$ cat src/sv/ffba_pkg.sv
`timescale 1ns / 1ps
// Shared types and constants for the first-fit allocator.
// No dependencies; used by the cell, the sequencer and the top level.
package ffba_pkg;

    localparam int FUNC_W = 1;
    localparam int REQ_W  = 21;
    localparam int OFF_W  = 20;
    localparam int STAT_W = 2;

    localparam int DEF_ARENA_BYTES  = 1048576;
    localparam int DEF_HEADER_BYTES = 24;
    localparam int DEF_MAX_BLOCKS   = 64;

    localparam int ALIGN_LOW      = 7;
    localparam int MIN_SPLIT_REST = 8;

    localparam logic [FUNC_W-1:0] FN_ALLOC   = 1'b0;
    localparam logic [FUNC_W-1:0] FN_RELEASE = 1'b1;

    localparam logic [STAT_W-1:0] ST_OK     = 2'd0;
    localparam logic [STAT_W-1:0] ST_NOFIT  = 2'd1;
    localparam logic [STAT_W-1:0] ST_BADREL = 2'd2;

    typedef enum logic [2:0] {
        CMD_IDLE,
        CMD_START,
        CMD_SCAN,
        CMD_TAKE,
        CMD_SPLIT,
        CMD_FREE,
        CMD_MRG_R,
        CMD_MRG_L
    } t_cmd;

    typedef struct packed {
        t_cmd cmd;
        logic is_rel;
    } t_ctl;

    typedef struct packed {
        logic hit;
        logic miss;
        logic split;
        logic mrg_r;
        logic mrg_l;
    } t_cell_stat;

endpackage

$ cat src/sv/ffba_seq.sv
`timescale 1ns / 1ps
// Request sequencer: takes a word, steers the cell chain, holds the result word.
// Depends on ffba_pkg.
module ffba_seq #(
    parameter int HEADER_BYTES = ffba_pkg::DEF_HEADER_BYTES,
    parameter int SW           = 21,
    parameter int NW           = 22
) (
    input  logic                        i_clk,
    input  logic                        i_rst_n,
    input  logic                        i_valid,
    output logic                        o_stall,
    input  logic [ffba_pkg::FUNC_W-1:0] i_func,
    input  logic [ffba_pkg::REQ_W-1:0]  i_request_size,
    input  logic [ffba_pkg::OFF_W-1:0]  i_release_offset,
    output logic                        o_valid,
    input  logic                        i_stall,
    output logic [ffba_pkg::STAT_W-1:0] o_status,
    output logic [ffba_pkg::OFF_W-1:0]  o_payload_offset,
    input  ffba_pkg::t_cell_stat        i_stat,
    input  logic [SW-1:0]               i_sel_start,
    output ffba_pkg::t_ctl              o_ctl,
    output logic [NW-1:0]               o_need,
    output logic [ffba_pkg::OFF_W-1:0]  o_rel
);

    localparam int OW = ffba_pkg::OFF_W;
    localparam int PW = ((SW > OW) ? SW : OW) + 1;

    typedef enum logic [5:0] {
        S_IDLE  = 6'b000001,
        S_SCAN  = 6'b000010,
        S_APPLY = 6'b000100,
        S_MRGR  = 6'b001000,
        S_MRGL  = 6'b010000,
        S_EMIT  = 6'b100000
    } t_state;

    t_state r_state, n_state;
    logic   r_is_rel, n_is_rel;
    logic [NW-1:0] r_need, n_need;
    logic [OW-1:0] r_rel, n_rel;
    logic   r_split, n_split;
    logic   r_mr, n_mr;
    logic   r_ml, n_ml;
    logic [ffba_pkg::STAT_W-1:0] r_res_st, n_res_st;
    logic [OW-1:0] r_res_off, n_res_off;
    logic   r_ovalid, n_ovalid;
    logic [ffba_pkg::STAT_W-1:0] r_ost, n_ost;
    logic [OW-1:0] r_ooff, n_ooff;
    logic   accept;
    logic [PW-1:0] pay_sum;

    assign o_stall = (r_state != S_IDLE);
    assign accept  = i_valid && (r_state == S_IDLE);
    assign pay_sum = PW'(i_sel_start) + PW'(HEADER_BYTES);

    always_comb begin
        n_state   = r_state;
        n_is_rel  = r_is_rel;
        n_need    = r_need;
        n_rel     = r_rel;
        n_split   = r_split;
        n_mr      = r_mr;
        n_ml      = r_ml;
        n_res_st  = r_res_st;
        n_res_off = r_res_off;
        n_ovalid  = r_ovalid && i_stall;
        n_ost     = r_ost;
        n_ooff    = r_ooff;
        o_ctl.cmd    = ffba_pkg::CMD_IDLE;
        o_ctl.is_rel = r_is_rel;
        case (r_state)
            S_IDLE: begin
                if (accept) begin
                    n_is_rel  = (i_func == ffba_pkg::FN_RELEASE);
                    n_need    = (NW'(i_request_size) + NW'(ffba_pkg::ALIGN_LOW))
                                & ~NW'(ffba_pkg::ALIGN_LOW);
                    n_rel     = i_release_offset;
                    n_res_st  = ffba_pkg::ST_OK;
                    n_res_off = '0;
                    if (i_func == ffba_pkg::FN_ALLOC && i_request_size == '0) begin
                        n_res_st = ffba_pkg::ST_NOFIT;
                        n_state  = S_EMIT;
                    end else if (i_func == ffba_pkg::FN_RELEASE && i_release_offset == '0) begin
                        n_state = S_EMIT;
                    end else begin
                        o_ctl.cmd = ffba_pkg::CMD_START;
                        n_state   = S_SCAN;
                    end
                end
            end
            S_SCAN: begin
                o_ctl.cmd = ffba_pkg::CMD_SCAN;
                if (i_stat.hit) begin
                    n_split = i_stat.split;
                    n_mr    = i_stat.mrg_r;
                    n_ml    = i_stat.mrg_l;
                    n_state = S_APPLY;
                end else if (i_stat.miss) begin
                    n_res_st = r_is_rel ? ffba_pkg::ST_BADREL : ffba_pkg::ST_NOFIT;
                    n_state  = S_EMIT;
                end
            end
            S_APPLY: begin
                if (r_is_rel) begin
                    o_ctl.cmd = ffba_pkg::CMD_FREE;
                    if (r_mr) begin
                        n_state = S_MRGR;
                    end else if (r_ml) begin
                        n_state = S_MRGL;
                    end else begin
                        n_state = S_EMIT;
                    end
                end else begin
                    o_ctl.cmd = r_split ? ffba_pkg::CMD_SPLIT : ffba_pkg::CMD_TAKE;
                    n_res_off = pay_sum[OW-1:0];
                    n_state   = S_EMIT;
                end
            end
            S_MRGR: begin
                o_ctl.cmd = ffba_pkg::CMD_MRG_R;
                n_state   = r_ml ? S_MRGL : S_EMIT;
            end
            S_MRGL: begin
                o_ctl.cmd = ffba_pkg::CMD_MRG_L;
                n_state   = S_EMIT;
            end
            S_EMIT: begin
                if (!r_ovalid || !i_stall) begin
                    n_ovalid = 1'b1;
                    n_ost    = r_res_st;
                    n_ooff   = r_res_off;
                    n_state  = S_IDLE;
                end
            end
            default: begin
                n_state = S_IDLE;
            end
        endcase
    end

    always_ff @(posedge i_clk) begin
        if (!i_rst_n) begin
            r_state  <= S_IDLE;
            r_ovalid <= 1'b0;
        end else begin
            r_state  <= n_state;
            r_ovalid <= n_ovalid;
        end
    end

    always_ff @(posedge i_clk) begin
        r_is_rel  <= n_is_rel;
        r_need    <= n_need;
        r_rel     <= n_rel;
        r_split   <= n_split;
        r_mr      <= n_mr;
        r_ml      <= n_ml;
        r_res_st  <= n_res_st;
        r_res_off <= n_res_off;
        r_ost     <= n_ost;
        r_ooff    <= n_ooff;
    end

    assign o_valid          = r_ovalid;
    assign o_status         = r_ost;
    assign o_payload_offset = r_ooff;
    assign o_need           = r_need;
    assign o_rel            = r_rel;

endmodule

$ cat config.mk
export PLATFORM = sky130hd
export DESIGN_NAME = ffba_seq
export DESIGN_NICKNAME = d
export VERILOG_FILES = /design/src/sv/ffba_pkg.sv /design/src/sv/ffba_seq.sv
export SDC_FILE = /design/constraint.sdc
export NUM_CORES = 1
export LEC_CHECK = 0
export ABC_CLOCK_PERIOD_IN_PS = 6100
export BUFFER_PORTS_ARGS = -buffer_cell sky130_fd_sc_hd__buf_2
export CORE_ASPECT_RATIO = 1.25
export CORE_MARGIN = 2
export CORE_UTILIZATION = 53
export DETAILED_ROUTE_END_ITERATION = 8
export PLACE_DENSITY = 0.84
export SLEW_MARGIN = 20
export SYNTH_ARGS = -nofsm -noshare
export SYNTH_HDL_FRONTEND = slang
export SYNTH_SLANG_ARGS = --single-unit
$ cat constraint.sdc
create_clock -name i_clk -period 6.1 [get_ports i_clk]
set_input_delay 0.915 -clock i_clk [delete_from_list [all_inputs] [get_ports i_clk]]
set_output_delay 0.915 -clock i_clk [all_outputs]
set_load 0.005 [all_outputs]
# After elaboration in Yosys (flattened, before gate mapping)
# Cells that the tools add are included.
# totals
register_bits,94
wordCells,72
# op_classes
add_sub_neg,2
n_eq_ne,13
mux,27
bitwise,1
reduce_logical,17
# ops
op,n
two-way mux 6 bit,9
two-way mux 20 bit,2
case mux 20 bit (2 select lines),1
case mux 6 bit (6 select lines),1
adder 21 x 3 -> 22 bit (second input constant),1
zero test 21 bit,1
adder 20 x 5 -> 20 bit (second input constant),1
zero test 20 bit,1
case mux 3 bit (5 select lines),1
!= test 2 bit (second input constant),5
two-way mux 2 bit,4
== test 6 x 1 -> 1 bit (second input constant),1
== test 6 x 2 -> 1 bit (second input constant),1
== test 6 x 3 -> 1 bit (second input constant),1
== test 6 x 4 -> 1 bit (second input constant),1
== test 6 x 5 -> 1 bit (second input constant),1
== test 6 bit (second input constant),1
two-way mux 1 bit,6
two-way mux 3 bit,2
!= test 6 x 1 -> 1 bit (second input constant),1
AND reduction 2 bit,3
AND reduction 3 bit,2
logical AND 1 bit,4
case mux 2 bit (2 select lines),1
6 further kinds,8

# Depth between registers and ports, before layout
# logic_depth
depth_word,6
mapped_depth,7
mapped_depth_nobuf,7

# Worst setup path after synthesis
# No wires, ideal clock.
# synth_timing
kind,reg2reg
startpoint,register r_state[3]
endpoint,"register r_res_off[0], enable pin"
arrival_ps,2348
slack_ps,3327
path_stages_with_launch,4
n_path_buf,0
period_less_slack_ps,2773
cell_sequence,dfxtp_1 > nor4_4 > nand3b_2 > o21ai_0
# synth_between
elab_chain_cells,4
word_cells_on_any_way,7
cone_classes,eq/ne: 4; reduce/logical: 3
# synth_lines
item,line_no,source
start: declaration,ffba_seq.sv:39,"t_state r_state, n_state;"
start signal: assignment,ffba_seq.sv:148,r_state <= n_state;
== test 6 x 1 -> 1 bit,"ffba_seq.sv:55, ffba_seq.sv:73",
logical AND 1 bit,ffba_seq.sv:55,assign accept = i_valid && (r_state == S_IDLE);
!= test 2 bit (no line),--,
AND reduction 3 bit (no line) (*),--,
end signal: assignment,ffba_seq.sv:161,r_res_off <= n_res_off;
end: declaration,ffba_seq.sv:47,"logic [OW-1:0] r_res_off, n_res_off;"
# Mark *: on every way between the ends. The rest lies on a longest branch, timed or not.
# A chain may end at the register's enable or synchronous reset.

==> impl_metrics.toml <==
[status]
status = "complete, no violations"

[route]
drc_errors = 0
vias = 2759
drtIter0Drc = 88
vias_per_cell = 5.245
wirelength_um = 7990
postRouteAntennaNets = 0
first_pass_iters = 6
avgRoutedWirePerCell_um = 15.19

[global_routing]
grt_first_pass_wirelength_um = 12180
grt_max_degree = 41
antenna_found_initial = 0
grt_use_total = 0.2021
gr-total-overflow = 0
grt_pass1_vias = 2562

[pwr]
leakage_nw = 1.957
powerDensity_mw_per_mm2 = 280.2
peakVddDrop_v = 0.0001691
power_w = 0.001375

[setup_path]
crit_family = "simple AND/OR/NAND/NOR gates"
cp-end-kind = "primary output"
crit_type = "primary input to primary output"
r2r-end = "r_res_off[13]"
reg2regPathDepth = 3
crit_fanout = 3
start_kind = "primary input"
slowest_stage = "nor3_1"
ff2ff_setup_slack_ns = 3.59
cp.required_ns = 5.18
path_common_cell = "buf_2"
slowest_delay_ns = 0.41
path_buf_inv = 2
crit_chain = "buf_2, nor3_1, nand4_1, o22ai_1, o221ai_1, buf_2"
cp.arrival_ns = 2.37
timing.rr.start = "r_state[3]"

[worst_hold_path]
min_path_cells = 0
hold_path_startpoint = "r_res_off[5]"
whs_endpoint = "o_payload_offset[5]"
hold_path_class = "register to register"

[placement]
routabilityCongestion = 0.8573
place_area_mm2 = 0.004732
portBuffers = 137
hpwl_um = 6231
dp_cells = 510

[sta]
max_slew.worst_pin.slew_ns = 0.9631
final_max_slew_viol_count = 0
slew_headroom = 0.3578
finalCriticalPeriod_ns = 3.288
finalHoldViolations = 0
finalSetupViolations = 0
period_share = 0.5390
fin_worst_skew_ns = 0.01199
max_freq_mhz = 304.1
hold_slack_ns = 0.4260
rsz0062_at_grt = "no"
tns_ns = 0

[synth]
ys_seq_area_frac = 0.6960
yosysUniqueCellTypes = 48
yosys.area_share.simple = 0.1582
syn_area_mm2 = 0.003955
synth_xor_area_frac = 0.07086
ys_top_cells_by_count = "87 x edfxtp_1, 33 x nor2_1, 18 x xnor2_1, 16 x nand2_1, 14 x xor2_1"
synth_cells = 286
ys_seq_elements = 94
avgSynthCellArea_um2 = 13.83
yosysTopAreaCellShare = 0.6606
async_flop_share = 0
synth.largest_area_cell = "edfxtp_1"
synth_top_family_by_area = "simple AND/OR/NAND/NOR gates"
synth_compound_area_frac = 0.04492
ys_warn_count = 0
synth_most_common_cell = "edfxtp_1"
synthTopCellsByArea = "edfxtp_1 66%, xnor2_1 4.0%, dfxtp_1 3.5%, nor2_1 3.1%, xor2_1 3.1%"
synth-adder-area-share = 0.003164
synth_mux_area_frac = 0
ys.flop_type = "edfxtp_1"
synth_edf_count = 87

[clocking]
clkTransAtPathRegs_ns = 0.08
cts_tree = "done"
cts-root-buf = "clkbuf_8"
ctsLongestPathBuffers = 2
ctsHoldBuffers = 0
postCtsSetupBuffers = 0
cts_resized = 0
clk_latency_ns = 0.35
numCtsBuffers = 9
cts.sinks = 94
htree_levels = 3

[finish]
syn2layout_area_growth_pct = 24.11
drive_gt1_frac = 0.3756
final_cells = 526
final.fill_count = 533
antenna_cells = 0
layout.nets = 502
fin_area_mm2 = 0.004908

[flow_run]
maxCapViolCount = 0

[floorplan]
start_util = 0.5408
rows = 35
die_w_um = 81.27
coreArea_mm2 = 0.007313
io_pins = 142
chipHeight_um = 100.6
dieArea_mm2 = 0.008174
## registers in the layout (all words and copies together) (netlist names)
| register | flops |
|---|---|
| r_res_off | 20 |
| r_split | 1 |
| r_mr | 1 |
| r_res_st | 2 |
| r_is_rel | 1 |
| o_status | 2 |
| r_ml | 1 |
| r_state | 6 |
| o_payload_offset | 20 |
| o_rel | 20 |
| o_need | 19 |
| o_valid | 1 |
## worst max-delay path by stage
stage               slack [ns]            to              start  cells past startpoint
finish                    2.81      o_ctl[1]  i_request_size[2]                      6
global placement          2.88      o_ctl[1]  i_request_size[2]                      6
CTS                       2.81      o_ctl[1]  i_request_size[2]                      6
global route              2.67      o_ctl[1]  i_request_size[2]                      6
floorplan                 3.33  r_res_off[0]         r_state[3]                      3
detailed placement        2.83      o_ctl[1]  i_request_size[2]                      6
## metrics by stage
step	util	worst slack [ns]
after floorplan	-	3.327
after global placement	0.6460	2.882
after detailed placement	0.6470	2.826
after CTS	0.6712	2.814
after global routing	0.6712	2.674
final	0.6712	2.812
## routing by layer
layer,GRT usage,share of wire,vias to the layer above
met2,0.3619,0.54,134
li1,-,-,1343
met4,0.08866,0.014,0
met1,0.2245,0.37,1272
met3,0.04749,0.074,10
met5,0,0,-
## logic make-up after synthesis
kind of cell / count (synthesis)
adder cells (fa/ha/maj): 1
AO/OA/AOI/OAI: 24
flip-flops: 94
AND/OR/NAND/NOR: 113
other: 1
XOR/XNOR: 32
buffers and inverters: 21
## area by class of cell
cell class,instances,area (µm²),share of cell area
Tap cell,92,115.1,0.02345
Clock inverter,7,52.55,0.01071
Sequential cell,94,2753,0.5608
Clock buffer,9,123.9,0.02524
Inverter,13,48.80,0.009941
Multi-Input combinational cell,173,1122,0.2287
Timing Repair Buffer,138,693.2,0.1412
## cells in the final DEF, fill, tap and decap left out, drive strengths merged, types with 3 or more instances in the layout
master,n
nand3,10
xor2,14
o221ai,3
and2,5
nor2,33
clkinv,3
nand3b,3
dfxtp,7
nor4,12
inv,17
nand2,16
and3,5
buf,138
conb,3
xnor2,18
nor3,6
nor2b,3
clkbuf,9
nand4,8
and4,3
a21oi,4
o21ai,6
edfxtp,87
## power breakdown
group,internal [W],switching [W],leakage (nW)
combinational,0.0000751,0.000112,0.985
sequential,0.000793,0.0000233,0.876
clock,0.000153,0.000218,0.0961
No activity file was read; power rests on OpenSTA's default activity.
