$ cat config.mk
export PLATFORM = sky130hd
export DESIGN_NAME = ffba_cell
export DESIGN_NICKNAME = d
export VERILOG_FILES = /design/src/sv/ffba_pkg.sv /design/src/sv/ffba_cell.sv
export SDC_FILE = /design/constraint.sdc
export NUM_CORES = 1
export LEC_CHECK = 0
export BUFFER_PORTS_ARGS = -buffer_cell sky130_fd_sc_hd__clkbuf_2
export CORE_ASPECT_RATIO = 0.5
export CORE_MARGIN = 3
export CORE_UTILIZATION = 40
export DETAILED_ROUTE_END_ITERATION = 10
export PLACE_DENSITY = 0.65
export SLEW_MARGIN = 20
export SYNTH_ARGS = -nofsm -noshare
export SYNTH_HDL_FRONTEND = slang
export SYNTH_SLANG_ARGS = --single-unit
$ cat constraint.sdc
create_clock -name i_clk -period 5.9 [get_ports i_clk]
set_input_delay 1.18 -clock i_clk [delete_from_list [all_inputs] [get_ports i_clk]]
set_output_delay 1.18 -clock i_clk [all_outputs]
set_load 0.005 [all_outputs]
$ cat src/sv/ffba_pkg.sv
`timescale 1ns / 1ps
// Shared types and constants for the first-fit allocator.
// No dependencies; used by the cell, the sequencer and the top level.
package ffba_pkg;

    localparam int FUNC_W = 1;
    localparam int REQ_W  = 21;
    localparam int OFF_W  = 20;
    localparam int STAT_W = 2;

    localparam int DEF_ARENA_BYTES  = 1048576;
    localparam int DEF_HEADER_BYTES = 24;
    localparam int DEF_MAX_BLOCKS   = 64;

    localparam int ALIGN_LOW      = 7;
    localparam int MIN_SPLIT_REST = 8;

    localparam logic [FUNC_W-1:0] FN_ALLOC   = 1'b0;
    localparam logic [FUNC_W-1:0] FN_RELEASE = 1'b1;

    localparam logic [STAT_W-1:0] ST_OK     = 2'd0;
    localparam logic [STAT_W-1:0] ST_NOFIT  = 2'd1;
    localparam logic [STAT_W-1:0] ST_BADREL = 2'd2;

    typedef enum logic [2:0] {
        CMD_IDLE,
        CMD_START,
        CMD_SCAN,
        CMD_TAKE,
        CMD_SPLIT,
        CMD_FREE,
        CMD_MRG_R,
        CMD_MRG_L
    } t_cmd;

    typedef struct packed {
        t_cmd cmd;
        logic is_rel;
    } t_ctl;

    typedef struct packed {
        logic hit;
        logic miss;
        logic split;
        logic mrg_r;
        logic mrg_l;
    } t_cell_stat;

endpackage

$ cat src/sv/ffba_cell.sv
`timescale 1ns / 1ps
// One table entry of the allocator chain: start, size, free mark, scan token.
// Depends on ffba_pkg; talks only to its two neighbors and the broadcast control.
module ffba_cell #(
    parameter int ARENA_BYTES  = ffba_pkg::DEF_ARENA_BYTES,
    parameter int HEADER_BYTES = ffba_pkg::DEF_HEADER_BYTES,
    parameter int SW           = 21,
    parameter int NW           = 22,
    parameter bit IS_FIRST     = 1'b0
) (
    input  logic                      i_clk,
    input  logic                      i_rst_n,
    input  ffba_pkg::t_ctl            i_ctl,
    input  logic [NW-1:0]             i_need,
    input  logic [ffba_pkg::OFF_W-1:0] i_rel,
    input  logic                      i_room,
    input  logic [SW-1:0]             i_l_start,
    input  logic [SW-1:0]             i_l_size,
    input  logic                      i_l_free,
    input  logic                      i_l_valid,
    input  logic                      i_l_tok,
    input  logic                      i_l_pass,
    input  logic [SW-1:0]             i_rem_start,
    input  logic [SW-1:0]             i_rem_size,
    input  logic [SW-1:0]             i_r_start,
    input  logic [SW-1:0]             i_r_size,
    input  logic                      i_r_free,
    input  logic                      i_r_valid,
    input  logic                      i_r_tok,
    output logic [SW-1:0]             o_start,
    output logic [SW-1:0]             o_size,
    output logic                      o_free,
    output logic                      o_valid,
    output logic                      o_tok,
    output logic                      o_pass,
    output logic [SW-1:0]             o_rem_start,
    output logic [SW-1:0]             o_rem_size,
    output ffba_pkg::t_cell_stat      o_stat
);

    localparam int OW = ffba_pkg::OFF_W;
    localparam int CW = ((SW > NW) ? SW : NW) + 2;
    localparam int XW = ((SW > OW) ? SW : OW) + 1;
    localparam logic [SW-1:0] HDR = SW'(HEADER_BYTES);

    logic [SW-1:0] r_start, n_start;
    logic [SW-1:0] r_size, n_size;
    logic          r_free, n_free;
    logic          r_valid, n_valid;
    logic          r_tok, n_tok;
    logic          r_passed, n_passed;

    logic match, split_ok;

    always_comb begin
        if (i_ctl.is_rel) begin
            match = r_valid && ((XW'(r_start) + XW'(HDR)) == XW'(i_rel));
        end else begin
            match = r_valid && r_free && (CW'(r_size) >= CW'(i_need));
        end
        split_ok = (CW'(r_size) > (CW'(i_need) + CW'(HEADER_BYTES)
                   + CW'(ffba_pkg::MIN_SPLIT_REST))) && i_room;
    end

    assign o_pass      = r_tok && r_valid && !match;
    assign o_rem_start = r_start + HDR + SW'(i_need);
    assign o_rem_size  = r_size - SW'(i_need) - HDR;

    always_comb begin
        o_stat.hit   = r_tok && match;
        o_stat.miss  = r_tok && !r_valid;
        o_stat.split = r_tok && match && split_ok;
        o_stat.mrg_r = r_tok && match && i_r_valid && i_r_free;
        o_stat.mrg_l = r_tok && match && i_l_free;
    end

    always_comb begin
        n_start  = r_start;
        n_size   = r_size;
        n_free   = r_free;
        n_valid  = r_valid;
        n_tok    = r_tok;
        n_passed = r_passed;
        case (i_ctl.cmd)
            ffba_pkg::CMD_START: begin
                n_tok    = IS_FIRST;
                n_passed = 1'b0;
            end
            ffba_pkg::CMD_SCAN: begin
                if (o_pass) begin
                    n_tok    = 1'b0;
                    n_passed = 1'b1;
                end
                if (i_l_pass) begin
                    n_tok = 1'b1;
                end
            end
            ffba_pkg::CMD_TAKE: begin
                if (r_tok) begin
                    n_free = 1'b0;
                end
            end
            ffba_pkg::CMD_SPLIT: begin
                if (r_tok) begin
                    n_size = SW'(i_need);
                    n_free = 1'b0;
                end else if (i_l_tok) begin
                    n_start = i_rem_start;
                    n_size  = i_rem_size;
                    n_free  = 1'b1;
                    n_valid = 1'b1;
                end else if (!r_passed) begin
                    n_start = i_l_start;
                    n_size  = i_l_size;
                    n_free  = i_l_free;
                    n_valid = i_l_valid;
                end
            end
            ffba_pkg::CMD_FREE: begin
                if (r_tok) begin
                    n_free = 1'b1;
                end
            end
            ffba_pkg::CMD_MRG_R: begin
                if (r_tok) begin
                    n_size = r_size + HDR + i_r_size;
                end else if (!r_passed) begin
                    n_start = i_r_start;
                    n_size  = i_r_size;
                    n_free  = i_r_free;
                    n_valid = i_r_valid;
                end
            end
            ffba_pkg::CMD_MRG_L: begin
                // left neighbor of the released block absorbs it
                if (i_r_tok) begin
                    n_size = r_size + HDR + i_r_size;
                end else if (r_tok || !r_passed) begin
                    n_start = i_r_start;
                    n_size  = i_r_size;
                    n_free  = i_r_free;
                    n_valid = i_r_valid;
                end
            end
            default: begin
            end
        endcase
    end

    always_ff @(posedge i_clk) begin
        if (!i_rst_n) begin
            r_start  <= '0;
            r_size   <= IS_FIRST ? SW'(ARENA_BYTES - HEADER_BYTES) : '0;
            r_free   <= IS_FIRST;
            r_valid  <= IS_FIRST;
            r_tok    <= 1'b0;
            r_passed <= 1'b0;
        end else begin
            r_start  <= n_start;
            r_size   <= n_size;
            r_free   <= n_free;
            r_valid  <= n_valid;
            r_tok    <= n_tok;
            r_passed <= n_passed;
        end
    end

    assign o_start = r_start;
    assign o_size  = r_size;
    assign o_free  = r_free;
    assign o_valid = r_valid;
    assign o_tok   = r_tok;

endmodule

* Word-level counts from Yosys, hierarchy flattened
Cells that the tools add are included.
Operators by class: add/sub/neg operators 9, $lt $le $gt $ge 2, equal/unequal tests 21, multiplexer cells 40, reductions and logical operators 24
Operator list (count):
- two-way mux 21 bit | 14
- one-hot mux 21 bit (3 select lines) | 2
- adder 21 bit | 2
- adder 21 x 5 -> 21 bit, second input constant | 2
- adder 23 x 4 -> 24 bit, second input constant | 1
- greater-than comparator 21 x 24 -> 1 bit | 1
- adder 22 x 5 -> 23 bit, second input constant | 1
- adder 21 x 5 -> 22 bit, second input constant | 1
- == test 22 x 20 -> 1 bit | 1
- greater-or-equal comparator 21 x 22 -> 1 bit | 1
- subtractor 21 bit | 1
- subtractor 21 x 5 -> 21 bit, second input constant | 1
- two-way mux 1 bit | 20
- != test 2 bit, second input constant | 8
- == test 3 bit, second input constant | 4
- logical AND 1 bit | 12
- != test 3 bit, second input constant | 4
- AND reduction 8 bit | 1
- AND reduction 7 bit | 1
- == test 3 x 2 -> 1 bit, second input constant | 2
- one-hot mux 1 bit (5 select lines) | 1
- nonzero test 5 bit | 1
- != test 4 bit, second input constant | 1
- one-hot mux 1 bit (2 select lines) | 2
- 8 further kinds | 11
Storage, ports and cells: flip-flop bits (word level) 46, bits of input ports 182, output and inout bits 93, logic and storage cells 102

* Depth between registers and ports, before layout
Gate-level depths: netlist of the first run.
depth after elaboration 9, depth in mapped cells 14, depth with buffers taken out 14

* Least setup slack after synthesis of the first run
OpenSTA, ideal clock, no wires.
path kind input port to output port, start input i_need[1], end output o_rem_size[19], arrival 3.910 ns, required time 4.720 ns, slack 0.810 ns, cell stages on the path 13, path through inv_1 ha_1 ha_1 fa_1 nor2b_1 o21ai_0 nand2b_1 a2111oi_0 a21oi_1 a211oi_1 and3b_1 a311o_1 xor2_1
Between the ends: longest elaborated chain between the ends 2
Ends and longest elaborated chain:
- start, declared | RTL line ffba_cell.sv:14 | input logic [NW-1:0] i_need,
- subtractor 21 bit | RTL line ffba_cell.sv:67 | assign o_rem_size = r_size - SW'(i_need) - HDR;
- subtractor 21 x 5 -> 21 bit | RTL line ffba_cell.sv:67
- end, declared | RTL line ffba_cell.sv:37 | output logic [SW-1:0] o_rem_size,
No other way between the ends.

* Final worst setup path of the first run
Ends and elaborated chain as after synthesis.

==> Implementation_results.wiki, run 1 <==
{| class="wikitable"
! Metric !! Value
|-
| Cell row count || 36
|-
| Proportion of synthesized flip-flops having asynchronous set or reset || 0%
|-
| # fillers || 1,990
|-
| Fmax achieved || 175 MHz
|-
| Combined area of the multi-input logic cells || 6820 sq um
|-
| Commonest non-fill, non-tap cell in the layout || sky130_fd_sc_hd__clkbuf_2
|-
| Post-Syn Instances || 1,083
|-
| Areal power density over the cells || 169 nW/um^2
|-
| Via/cell ratio || 5.61
|-
| Worst Tran Pin Value || 1.04 ns
|-
| Die outline area || 22,500 sq um
|-
| Startpoint Class || input port
|-
| Post-Syn Nets || 1,423
|-
| Total congestion overflow || 0
|-
| Final hold violation count || 0
|-
| Starting utilization of the core area || 41.6%
|-
| Count of state elements after synthesis || 46
|-
| Width of the die || 209 um
|-
| Total CTS buffers || 5
|-
| Root buf cell || sky130_fd_sc_hd__clkbuf_16
|-
| DRC viols || 0
|-
| Placeable core region || 19,800 sq um
|-
| Hold Path Class || register to register
|-
| Drt first pass iters || 5
|-
| Post-synth design cell area || 8250 sq um
|-
| Post-synth EDFFs || 0
|-
| TritonCTS clock tree || done
|-
| P&R area growth vs syn || 22.0%
|-
| Wire length of the first global-routing pass || 46.2 mm
|-
| Post-CTS setup buffers || 0
|-
| Share of cells above drive strength 1 || 23.3%
|-
| Max-slew violation count || 0
|-
| Run status || complete, no violations
|-
| Main area contributors after synthesis || sky130_fd_sc_hd__ha_1 23%, sky130_fd_sc_hd__dfxtp_1 11%, sky130_fd_sc_hd__xnor2_1 7.2%, sky130_fd_sc_hd__a21oi_1 5.7%, sky130_fd_sc_hd__mux2i_1 5.3%
|-
| Clock insertion delay at the later pin of the skew report || 0.29 ns
|-
| Area occupied by registers || 922 sq um
|-
| Share of the yosys chip area belonging to registers || 11.2%
|-
| Number of buffer cells added on primary ports || 274
|-
| RD Place Congestion || 0.973
|-
| Share of the synthesized area in the top cell type || 22.9%
|-
| Avg Cell Area, Syn || 7.61 sq um
|-
| Final setup violation count || 0
|-
| Crit share post-route || 96.9%
|-
| Clock transition at the registers of the reported paths || 0.07 ns
|-
| Routed wire length || 30.5 mm
|-
| NumNets Final || 1,676
|-
| Synth warnings || 0
|-
| Wire per inst || 19.0 um
|-
| Count of unique library cells instantiated by Yosys || 73
|-
| Kind of end point of the critical path || output port
|-
| Accumulated negative setup slack || 0 ns
|-
| Biggest fanout along the worst timing path || 4
|-
| Antenna Cells || 0
|-
| Remaining max-slew budget at the tightest pin || 30.9%
|-
| Cell type with the highest aggregate area in the netlist || sky130_fd_sc_hd__ha_1
|-
| Via Count || 9,000
|-
| Antenna violation net count after detailed routing || 0
|-
| Max clock buf depth || 2
|-
| Time the worst path needs with I/O delays and setup || 5.72 ns
|-
| Leakage component of the power || 0.00520 uW
|-
| Pin count of the biggest net entering global routing || 67
|-
| IO Count || 275
|-
| Data required time at the worst endpoint || 4.72 ns
|-
| Die span in y || 108 um
|-
| Arrival time at the worst endpoint || 4.54 ns
|-
| Fin util || 50.8%
|-
| Number of antenna violations at the first check in global routing || 0
|-
| CTS Sinks || 46
|-
| Crit Path Category || input port to output port
|-
| Overall track demand over capacity in global routing || 25.8%
|-
| Worst IR drop on VDD || 0.108 mV
|-
| Placed wire-length estimate after detailed placement || 25.5 mm
|-
| Top_reg_cell synth || sky130_fd_sc_hd__dfxtp_1
|-
| Number of global-route vias before repair || 8,260
|-
| Number of H-tree branching levels || 2
|-
| Count of max-cap constraint violations || 0
|-
| Unrepaired setup endpoints after global routing || false
|-
| Final worst clock skew || 0.00441 ns
|-
| Most frequent cells in the layout || 274 x sky130_fd_sc_hd__clkbuf_2, 151 x sky130_fd_sc_hd__ha_1, 99 x sky130_fd_sc_hd__inv_1
|-
| Initial drt markers || 727
|}
[cells by family (layout without fill, tap and decap cells)]
family	after synthesis	after routing	synth area share, %
buf+inv	137	391	6.27
flops	46	46	11.2
mux	46	46	5.61
simple gates	304	304	18.7
fa+ha+maj	158	158	24.6
xor+xnor	95	95	10.1
compound gates	297	297	23.6
[worst max-delay path, stage by stage]
cell and delay, ns:
sky130_fd_sc_hd__clkbuf_2 0.15, sky130_fd_sc_hd__inv_1 0.06, sky130_fd_sc_hd__ha_1 0.33, sky130_fd_sc_hd__ha_1 0.25, sky130_fd_sc_hd__fa_1 0.42, sky130_fd_sc_hd__nor2b_1 0.15, sky130_fd_sc_hd__o21ai_0 0.16, sky130_fd_sc_hd__nand2b_1 0.13
sky130_fd_sc_hd__a2111oi_0 0.41, sky130_fd_sc_hd__a21oi_1 0.19, sky130_fd_sc_hd__a211oi_1 0.27, sky130_fd_sc_hd__and3b_1 0.21, sky130_fd_sc_hd__a311o_1 0.36, sky130_fd_sc_hd__xor2_1 0.13, sky130_fd_sc_hd__clkbuf_2 0.13
[path summary, 6_finish.rpt]
path / to / from / slack (ns) / depth (start not counted)
worst max-delay path: o_rem_size[19] / i_need[1] / 0.18 / 15
worst min-delay path: r_passed / r_passed / 0.52 / 2
worst max register to register: o_size[19] / o_size[1] / 2.64 / 12
worst min register to register: r_passed / r_passed / 0.52 / 2
[cell type report]
class                           instances  area share, %
Multi-Input combinational cell        900           67.8
Timing Repair Buffer                  284           14.4
Sequential cell                        46           9.16
Inverter                               99           3.69
Tap cell                              266           3.31
Clock buffer                            5           1.24
Clock inverter                          3          0.448
[layer usage]
metal	GRT usage (%)	part of all wire [%]	up-vias
li1	-	-	4399
met5	0	0	-
met1	38.0	47	4275
met2	41.3	45	300
met4	3.72	1.2	0
met3	2.71	6.4	26
[power by group]
group          total [uW]  internal, uW  switching, uW
sequential            403           334           69.4
clock                 331           200            131
combinational         968           441            527
[what timing repair did]
action / in CTS / in global routing
hold buffers: 0 / 0
endpoints found under the setup margin: 0 / 1
gates resized for setup: 0 / 1
[per-stage QoR]
stage          hold slack (ns)  cell area [sq um]  power, uW  std cells  setup WS [ns]
6_report                 0.521              10100       1700       1603          0.183
5_1_grt                  0.538              10100       1840       1603         0.0384
4_1_cts                  0.523              10100       1700       1603          0.204
3_5_place_dp             0.513               9890       1370       1595          0.207
3_3_place_gp             0.500               9890       1340       1595          0.268
2_1_floorplan            0.470               8250        985       1083          0.810
[flip-flops by register name, summed over array words and instances, names as in the netlist]
name,flops
o_free,1
o_size,21
r_passed,1
o_start,21
o_tok,1
o_valid,1
[cell usage after synthesis (3+ instances only)]
master,number
sky130_fd_sc_hd__and2_1,5
sky130_fd_sc_hd__o21bai_1,7
sky130_fd_sc_hd__xor2_1,27
sky130_fd_sc_hd__nand3_1,32
sky130_fd_sc_hd__inv_1,99
sky130_fd_sc_hd__a31oi_1,13
sky130_fd_sc_hd__and3_1,9
sky130_fd_sc_hd__or3_1,10
sky130_fd_sc_hd__a2111oi_0,4
sky130_fd_sc_hd__nor2b_1,35
sky130_fd_sc_hd__or2_2,3
sky130_fd_sc_hd__o211ai_1,16
sky130_fd_sc_hd__a21oi_1,94
sky130_fd_sc_hd__and4_1,5
sky130_fd_sc_hd__o21ai_0,41
sky130_fd_sc_hd__fa_1,7
sky130_fd_sc_hd__nand2_1,70
sky130_fd_sc_hd__dfxtp_1,46
sky130_fd_sc_hd__o21a_1,8
sky130_fd_sc_hd__nor2_1,79
sky130_fd_sc_hd__nor3b_1,3
sky130_fd_sc_hd__mux2i_1,44
sky130_fd_sc_hd__xnor2_1,68
sky130_fd_sc_hd__o22ai_1,3
sky130_fd_sc_hd__a21o_1,23
sky130_fd_sc_hd__nor3_1,18
sky130_fd_sc_hd__nand2b_1,11
sky130_fd_sc_hd__a31o_2,3
sky130_fd_sc_hd__nand4_1,9
sky130_fd_sc_hd__clkbuf_1,34
sky130_fd_sc_hd__ha_1,151
sky130_fd_sc_hd__a22oi_1,4
sky130_fd_sc_hd__o311a_1,3
sky130_fd_sc_hd__a211oi_1,36
sky130_fd_sc_hd__a21boi_0,11
Power figures use the tool's default switching activity.
==> run 2: changes to the inputs <==
--- a/config.mk
+++ b/config.mk
@@ -10,7 +10,7 @@
 export CORE_MARGIN = 3
 export CORE_UTILIZATION = 40
 export DETAILED_ROUTE_END_ITERATION = 10
-export PLACE_DENSITY = 0.65
+export PLACE_DENSITY = 0.67
 export SLEW_MARGIN = 20
 export SYNTH_ARGS = -nofsm -noshare
 export SYNTH_HDL_FRONTEND = slang
==> constraint.sdc (replaced) <==
create_clock -name i_clk -period 5.2 [get_ports i_clk]
set_input_delay 1.04 -clock i_clk [delete_from_list [all_inputs] [get_ports i_clk]]
set_output_delay 1.04 -clock i_clk [all_outputs]
set_load 0.005 [all_outputs]
==> run 2 against run 1 <==
Combinational power increased by 17%. Final area grew 1.9%. Hold slack barely moved. Utilization is 0.98 points higher. First-iteration DRC count is 10% lower. Critical path depth grew 1. Clock skew up 0.0071 ns. Via count about the same. Global-route usage is 0.98 points lower. Critical path type unchanged.
==> Implementation_results.wiki, run 2 (same netlist as run 1, synthesis figures left out) <==
{| class="wikitable"
! Metric !! Value
|-
| Drt first pass iters || 5
|-
| CTS Sinks || 46
|-
| Arrival time at the worst endpoint || 4.07 ns
|-
| Kind of end point of the critical path || output port
|-
| Leakage component of the power || 0.00530 uW
|-
| Met3 capacity usage during global routing || 3.93%
|-
| Clock insertion delay at the later pin of the skew report || 0.29 ns
|-
| Worst IR drop on VDD || 0.185 mV
|-
| Final worst clock skew || 0.0115 ns
|-
| Most frequent cells in the layout || 273 x sky130_fd_sc_hd__clkbuf_2, 150 x sky130_fd_sc_hd__ha_1, 99 x sky130_fd_sc_hd__inv_1
|-
| Crit path setup slack, layout || 0.0857 ns
|-
| NumNets Final || 1,694
|-
| Max clock buf depth || 2
|-
| Final setup violation count || 0
|-
| Areal power density over the cells || 192 nW/um^2
|-
| Hold buffers post-CTS || 0
|-
| Max-slew violation count || 0
|-
| Number of H-tree branching levels || 2
|-
| Pin count of the biggest net entering global routing || 67
|-
| Worst-case register-to-register setup slack || 1.82 ns
|-
| TritonCTS clock tree || done
|-
| Data required time at the worst endpoint || 4.16 ns
|-
| Reg2reg start || o_start[3]
|-
| Die span in y || 108 um
|-
| Overall track demand over capacity in global routing || 24.8%
|-
| Placeable core region || 19,800 sq um
|-
| Hold Path Class || register to register
|-
| Placement Cell Area || 10,000 sq um
|-
| Worst Tran Pin Value || 0.940 ns
|-
| Fin util || 51.8%
|-
| Number of global-route vias before repair || 8,423
|-
| Run status || complete, no violations
|-
| Critical path startpoint || i_need[2]
|-
| DRC viols || 0
|-
| Commonest non-fill, non-tap cell in the layout || sky130_fd_sc_hd__clkbuf_2
|-
| Cell row count || 36
|-
| Final hold violation count || 0
|-
| Initial drt markers || 653
|-
| Clock transition at the registers of the reported paths || 0.07 ns
|-
| P&R area growth vs syn || 24.4%
|-
| Worst Setup Slack post-DPL || -0.0744 ns
|-
| Root buf cell || sky130_fd_sc_hd__clkbuf_16
|-
| Placed wire-length estimate after detailed placement || 24.8 mm
|-
| Width of the die || 209 um
|-
| Met2 demand-to-capacity share in global routing || 39.6%
|-
| Startpoint Class || input port
|-
| Total CTS buffers || 5
|-
| IO Count || 275
|-
| Die outline area || 22,500 sq um
|-
| Time the worst path needs with I/O delays and setup || 5.11 ns
|-
| Antenna Cells || 0
|-
| Wire per inst || 18.2 um
|-
| Via Count || 8,993
|-
| Crit share post-route || 98.4%
|-
| Biggest fanout along the worst timing path || 3
|-
| Wire length of the first global-routing pass || 44.8 mm
|-
| Final design area excluding fillers || 10,300 sq um
|-
| Share of cells above drive strength 1 || 25.2%
|-
| Remaining max-slew budget at the tightest pin || 37.3%
|-
| Most used routing layer in global routing || met2
|-
| Count of max-cap constraint violations || 0
|-
| Crit Path Category || input port to output port
|-
| Via/cell ratio || 5.55
|-
| Total congestion overflow || 0
|-
| Starting utilization of the core area || 41.6%
|-
| Startpoint of the worst hold path || o_size[0]
|-
| RD Place Congestion || 0.957
|-
| Antenna violation net count after detailed routing || 0
|-
| Routed wire length || 29.5 mm
|-
| Fmax achieved || 196 MHz
|-
| Number of buffer cells added on primary ports || 274
|-
| Number of antenna violations at the first check in global routing || 0
|-
| GR Util met1 || 35.5%
|}
==> run 2: cell count changes in the layout (fill, tap and decap cells not counted), moves of 2 or more <==
| cell | change |
|---|---|
| sky130_fd_sc_hd__a2111oi_0 | -2 |
| sky130_fd_sc_hd__a21oi_1 | -5 |
| sky130_fd_sc_hd__a21oi_2 | +5 |
| sky130_fd_sc_hd__o21ai_1 | +2 |
| sky130_fd_sc_hd__buf_4 | +18 |
| sky130_fd_sc_hd__o21ai_0 | -2 |
==> run 2: metal layers <==
layer	routed length [um]	vias up
met2	13300	281
met4	409	0
met5	0	-
li1	-	4436
met1	13800	4246
met3	1990	30
==> run 2: through the flow <==
step | TNS, ns | cells | hold slack [ns] | power, uW
floorplan | 0 | 1083 | 0.470 | 1120
global placement | -0.113 | 1612 | 0.500 | 1540
detailed placement | -0.101 | 1612 | 0.507 | 1570
CTS | 0 | 1620 | 0.517 | 1950
global route | -0.0877 | 1621 | 0.561 | 2120
finish | 0 | 1621 | 0.520 | 1970
==> run 2: cell type report <==
cell class                      count  area, sq um
Tap cell                          266          333
Sequential cell                    46          922
Clock buffer                        5          125
Timing Repair Buffer              302         1580
Clock inverter                      3         48.8
Inverter                           99          372
Fill cell                        1965         9560
Multi-Input combinational cell    900         6880
==> run 2: worst max-delay path, stage by stage <==
cell and delay [ns]:
sky130_fd_sc_hd__clkbuf_2 0.12, sky130_fd_sc_hd__buf_4 0.14, sky130_fd_sc_hd__ha_1 0.33, sky130_fd_sc_hd__ha_1 0.30, sky130_fd_sc_hd__a21oi_1 0.18, sky130_fd_sc_hd__o21ai_0 0.17, sky130_fd_sc_hd__o21ai_0 0.23, sky130_fd_sc_hd__buf_4 0.16
sky130_fd_sc_hd__o311ai_0 0.13, sky130_fd_sc_hd__o211ai_1 0.16, sky130_fd_sc_hd__nor2_1 0.09, sky130_fd_sc_hd__a2111oi_1 0.47, sky130_fd_sc_hd__buf_4 0.20, sky130_fd_sc_hd__a21oi_1 0.07, sky130_fd_sc_hd__xnor2_1 0.14, sky130_fd_sc_hd__clkbuf_2 0.13
==> run 2: report_power, final <==
group          switching (uW)  leakage (uW)  internal [uW]
Sequential               74.5      0.000379            379
Clock                     150     0.0000819            230
Combinational             606       0.00484            525
==> run 2: timing repair <==
action | CTS | global route
setup endpoints to repair | 2 | 8
setup buffers | 0 | 1
resized for setup | 3 | 15
pin swaps | 0 | 4
==> run 2: worst paths after layout <==
check        depth (start not counted)              end
max reg2reg                         11            o_tok
min                                  2        o_size[0]
min reg2reg                          2        o_size[0]
max                                 16  o_rem_start[20]
